**config.mk**
```make
export PLATFORM = sky130hd
export DESIGN_NAME = irc_fifo
export DESIGN_NICKNAME = d
export VERILOG_FILES = /design/src/rtl/irc_pkg.sv /design/src/rtl/irc_fifo.sv
export SDC_FILE = /design/constraint.sdc
export NUM_CORES = 1
export LEC_CHECK = 0
export BUFFER_PORTS_ARGS = -buffer_cell sky130_fd_sc_hd__buf_2
export CORE_MARGIN = 4
export CORE_UTILIZATION = 50
export CTS_CLUSTER_SIZE = 16
export DETAILED_ROUTE_END_ITERATION = 8
export PLACE_DENSITY = 0.76
export SYNTH_ARGS = -nofsm -noshare
export SYNTH_HDL_FRONTEND = slang
export SYNTH_SLANG_ARGS = --single-unit
```
**constraint.sdc**
```tcl
create_clock -name clk_i -period 5.7 [get_ports clk_i]
set_clock_uncertainty 0.1 [all_clocks]
set_input_delay 0.57 -clock clk_i [delete_from_list [all_inputs] [get_ports clk_i]]
set_output_delay 0.57 -clock clk_i [all_outputs]
set_load 0.05 [all_outputs]
```
**src/rtl/irc_pkg.sv**
```systemverilog
// shared types, codes and crc helpers for the image receiver
package irc_pkg;

  localparam int unsigned HEADER_BYTES = 6;
  localparam int unsigned OUT_DEPTH    = 3;
  localparam logic [31:0] CRC32_POLY   = 32'hEDB88320;
  localparam logic [31:0] CRC32_INIT   = 32'hFFFFFFFF;
  localparam logic [15:0] CRC16_POLY   = 16'h1021;

  typedef enum logic [1:0] {
    CMD_BEGIN  = 2'd0,
    CMD_DATA   = 2'd1,
    CMD_FINISH = 2'd2,
    CMD_ABORT  = 2'd3
  } cmd_e;

  typedef enum logic [2:0] {
    ST_OK           = 3'd0,
    ST_INACTIVE     = 3'd1,
    ST_BAD_RANGE    = 3'd2,
    ST_OUT_OF_ORDER = 3'd3,
    ST_REPLAY_MISM  = 3'd4,
    ST_INCOMPLETE   = 3'd5,
    ST_CRC_MISM     = 3'd6,
    ST_BAD_SIZE     = 3'd7
  } status_e;

  typedef enum logic {
    CFG_IMAGE_SIZE   = 1'b0,
    CFG_EXPECTED_CRC = 1'b1
  } cfg_idx_e;

  typedef struct packed {
    status_e     status;
    logic [31:0] calculated_crc;
    logic [15:0] header_crc16;
    logic [16:0] written_count;
  } res_t;

  // reflected crc-32, one byte
  function automatic logic [31:0] crc32_byte(logic [31:0] c, logic [7:0] b);
    logic [31:0] v;
    v = c ^ {24'h0, b};
    for (int k = 0; k < 8; k++) begin
      v = (v >> 1) ^ (v[0] ? CRC32_POLY : 32'h0);
    end
    return v;
  endfunction

  // crc-16/xmodem, one byte
  function automatic logic [15:0] crc16_byte(logic [15:0] c, logic [7:0] b);
    logic [15:0] v;
    v = c ^ {b, 8'h0};
    for (int k = 0; k < 8; k++) begin
      v = {v[14:0], 1'b0} ^ (v[15] ? CRC16_POLY : 16'h0);
    end
    return v;
  endfunction

endpackage

```
**src/rtl/irc_fifo.sv**
```systemverilog
// small result queue between the session logic and the result channel
module irc_fifo (
  input  logic          clk_i,
  input  logic          rst_ni,
  input  logic          push_i,
  input  irc_pkg::res_t push_data_i,
  input  logic          pop_i,
  output logic          valid_o,
  output irc_pkg::res_t data_o,
  output logic [1:0]    count_o
);
  import irc_pkg::*;

  localparam logic [1:0] LastSlot = 2'(OUT_DEPTH - 1);

  res_t       slot_q [OUT_DEPTH];
  logic [1:0] wr_ptr_q, wr_ptr_d;
  logic [1:0] rd_ptr_q, rd_ptr_d;
  logic [1:0] cnt_q, cnt_d;

  always_comb begin
    wr_ptr_d = wr_ptr_q;
    rd_ptr_d = rd_ptr_q;
    cnt_d    = cnt_q;
    if (push_i) begin
      wr_ptr_d = (wr_ptr_q == LastSlot) ? 2'd0 : wr_ptr_q + 2'd1;
    end
    if (pop_i) begin
      rd_ptr_d = (rd_ptr_q == LastSlot) ? 2'd0 : rd_ptr_q + 2'd1;
    end
    if (push_i && !pop_i) begin
      cnt_d = cnt_q + 2'd1;
    end else if (!push_i && pop_i) begin
      cnt_d = cnt_q - 2'd1;
    end
  end

  always_ff @(posedge clk_i or negedge rst_ni) begin
    if (!rst_ni) begin
      wr_ptr_q <= 2'd0;
      rd_ptr_q <= 2'd0;
      cnt_q    <= 2'd0;
    end else begin
      wr_ptr_q <= wr_ptr_d;
      rd_ptr_q <= rd_ptr_d;
      cnt_q    <= cnt_d;
    end
  end

  always_ff @(posedge clk_i) begin
    if (push_i) begin
      slot_q[wr_ptr_q] <= push_data_i;
    end
  end

  assign valid_o = (cnt_q != 2'd0);
  assign data_o  = slot_q[rd_ptr_q];
  assign count_o = cnt_q;

endmodule

```
==> Implementation_results.wiki <==
{| class="wikitable"
! Metric !! Value
|-
| Sum of net half-perimeters after detailed placement || around 8400 µm
|-
| Sum of buffers and inverters on the critical path || 2
|-
| Critical path capture point type || output pin
|-
| Fin crit share || 0.588
|-
| Number of enable flip-flop cells after synthesis || about 200
|-
| Residual DRC || 0
|-
| Total negative slack for setup checks || 0 ns
|-
| Highest ir drop seen on vdd || ~0.00034 V
|-
| Placed cell count || about 790
|-
| Slack of the critical path || approximately 2.3 ns
|-
| Overall global routing resource usage || 0.155
|-
| Worst setup slack before clock tree synthesis || 2.80 ns
|-
| Sort of element at the start of the critical path || flip-flop
|-
| Routability Congestion || between 0.7 and 0.8
|-
| GRT Residual Overflow || 0
|-
| Max-Slew Margin vs Limit || 0.175
|-
| I/O pin count || 143
|-
| Vias in the first global route || 4275
|-
| Prevailing post-synth register cell || edfxtp_1
|-
| Worst endpoint data arrival time || roughly 2.7 ns
|-
| Die H || 133 µm
|-
| Slowest cell on crit path || dfrtp_4
|-
| Max-slew violation count || 0
|-
| Syn. warnings || 0
|-
| Core region area || around 15000 µm²
|-
| Synthesized area || around 7800 µm²
|-
| RR Startpoint || wr_ptr_q[0]
|-
| Yosys reg bits || 210
|-
| Data required time of the worst path || between 5 and 6 ns
|-
| Origin of the worst min-delay path || push_data_i[35]
|-
| Critical path depth in cells || 4
|-
| Number of distinct library cells after synthesis || 22
|-
| Number of buffers inserted by post-CTS setup repair || 0
|-
| Hold_ws || about 0.19 ns
|-
| Global-route wire length before repair || around 22000 µm
|-
| Proportion of power drawn by combinational gates || 0.271
|-
| Clock tree from TritonCTS || yes
|-
| Starting Density || 0.513
|-
| Slew of the pin with the lowest slew margin || ~1.2 ns
|-
| Cell internal power dissipation || ~0.0030 W
|-
| Switching component of the power || 0.00163 W
|-
| RSZ-0062 raised after global routing || false
|-
| Placement Rows || 45
|-
| Worst-path fanout max || 46
|-
| Endpoint of the worst register-to-register path || slot_q[1][54]
|-
| Clock H-tree levels || 1
|-
| Clock group share of total power || 0.270
|-
| Switching Share || 0.350
|-
| Synth area leader || edfxtp_1
|-
| Pin count of the biggest net entering global routing || about 140
|-
| Sequential element share of the synthesized area || 0.801
|-
| Most frequent cell after synthesis || edfxtp_1
|-
| Static leakage || between 3 and 4 nW
|-
| Number of setup violations in the final report || 0
|-
| Non-filler instance count after layout || about 830
|-
| Achievable Freq || 298 MHz
|-
| CTS clk-pin slew, worst paths || roughly 0.060 ns
|-
| Num Clock Sinks || 210
|-
| Power per unit of standard cell area || between 400 and 500 nW/µm²
|-
| Root Buffer Master || clkbuf_16
|-
| Critical Setup Path Class || reg -> out
|-
| Worst path cell trace || buf_4 -> mux2i_1 -> o21ai_0 -> buf_2
|-
| Antenna-violating nets left || 0
|-
| Count of filler cells inserted in the layout || between 1000 and 1500
|-
| Portion of synthesized cell area occupied by the leading cell type || 0.782
|-
| Family of cells with the greatest summed delay on the critical path || flip-flops
|-
| Critical path's largest stage delay || between 0.9 and 1 ns
|-
| Via total after detailed routing || 4108
|-
| Width of the chip || 133 µm
|-
| Minimum clock period after layout || 3.35 ns
|-
| WL/cell || 16.7 µm
|-
| Port buffer count || about 140
|-
| Gates resized, CTS repair || 0
|-
| Latest clock arrival within the worst-skew pair || around 0.47 ns
|-
| Top area cells in the synthesized netlist || edfxtp_1, mux2i_1, o21ai_0, nand2_1, dfrtp_1
|-
| Maximum clock path buffer count || 3
|-
| First drt pass iteration count || 4
|-
| Maxcap violations || 0
|-
| Area enclosed by the die boundary || around 18000 µm²
|-
| FF-to-FF setup slack || between 3 and 4 ns
|-
| Inserted Diodes || 0
|-
| Endpoint of the worst hold-timing path || slot_q[2][35]
|-
| Most instantiated cells after synthesis || edfxtp_1, nand2_1, mux2i_1
|-
| Hold buffers post-CTS || 1
|-
| Nets || between 600 and 700
|-
| Number of cells on the worst hold path || 1
|-
| CTS Buf Count || 20
|-
| Hold Path Class || in -> reg
|-
| Number of antenna violations at the first check in global routing || 1
|-
| Mean instance size in the synthesized netlist || roughly 17 µm²
|-
| Result of the run || finished, final reports clean
|-
| P&R area growth vs syn || 19.6%
|-
| Total Routed Length || 13800 µm
|-
| Violation count after the first detailed-routing iteration || approximately 220
|-
| Net Count, Synth || between 500 and 600
|-
| Mean number of vias per cell || between 4 and 5
|-
| Sequential fraction of design power || 0.459
|-
| Synth async-reset ratio || 0.0286
|-
| Worst reg-to-reg path cell count || 3
|-
| Number of hold-slack violations in the final timing report || 0
|-
| Layout cells sized above 1 || 0.290
|-
| Gate count of the mapped netlist || about 460
|}
## worst register-to-register path: stages (launching register included)
cell and delay [ns]:
dfrtp_1 0.48, nand2_1 0.14, nor2_4 0.54, buf_4 0.67
## layer usage
metal | up-vias | share of wire | track usage
met1 | 1963 | 0.41 | 0.183
met4 | 2 | 0.011 | 0.0309
met2 | 110 | 0.51 | 0.279
met5 | - | 0.0014 | 0
li1 | 2015 | - | -
met3 | 18 | 0.071 | 0.0495
## worst max path at each step
stage	slack, ns	from	end
after floorplan	1.60	push_i	slot_q[1][0]
after global placement	2.81	rd_ptr_q[0]	data_o[32]
after detailed placement	2.80	rd_ptr_q[0]	data_o[32]
after CTS	2.31	rd_ptr_q[0]	data_o[26]
after global routing	2.18	rd_ptr_q[0]	data_o[35]
final	2.35	rd_ptr_q[0]	data_o[30]
## state kept, by name (all words and copies together) (netlist names)
name and count:
count_o 2, wr_ptr_q 2, slot_q 204, rd_ptr_q 2
## cell type report
type,instances,area [µm²],area share
flip-flops and latches,210,6280,0.670
multi-input cells,220,1420,0.151
repair buffers,149,766,0.0817
clock buffers,26,544,0.0581
well taps,211,264,0.0282
clock inverters,9,87.6,0.00935
inverters,3,11.3,0.00120
## metrics by stage
step | utilization | total power, W | instance area, µm²
after floorplan | - | 0.00315 | 7850
after global routing | 0.614 | 0.00489 | 9370
after detailed placement | 0.572 | 0.00346 | 8730
after CTS | 0.614 | 0.00473 | 9370
after global placement | 0.572 | 0.00344 | 8730
final | 0.614 | 0.00467 | 9370
## power by group through the flow
stage          registers (W)  logic, W  clock network [W]
6_report             0.00214   0.00127            0.00126
5_1_grt              0.00217   0.00136            0.00137
4_1_cts              0.00215   0.00129            0.00129
3_5_place_dp         0.00218   0.00128                  0
3_3_place_gp         0.00217   0.00127                  0
2_1_floorplan        0.00211   0.00104                  0
## logic make-up (layout without fill, tap and decap cells)
kind of cell               after synthesis  count (layout)  synth area share
DFF                                    210             210             0.801
buffers and inverters                   26             187            0.0222
xor gates and xnor gates                 3               3           0.00335
and+or+nand+nor                         76              76            0.0377
AOI/OAI and AO/OA                       71              71            0.0460
muxes                                   69              69            0.0882
adders and majority gates                1               1           0.00160
## cell usage in the layout, fill, tap and decap left out, drive strengths merged, types with 2 or more instances in the layout
cell type	count
clkbuf	26
inv	3
a21o	2
mux2i	69
bufinv	2
dfrtp	6
clkinv	7
nor2	2
o21ai	69
buf	148
xor2	2
nand2	70
edfxtp	204
No activity file was read; power rests on OpenSTA's default activity.
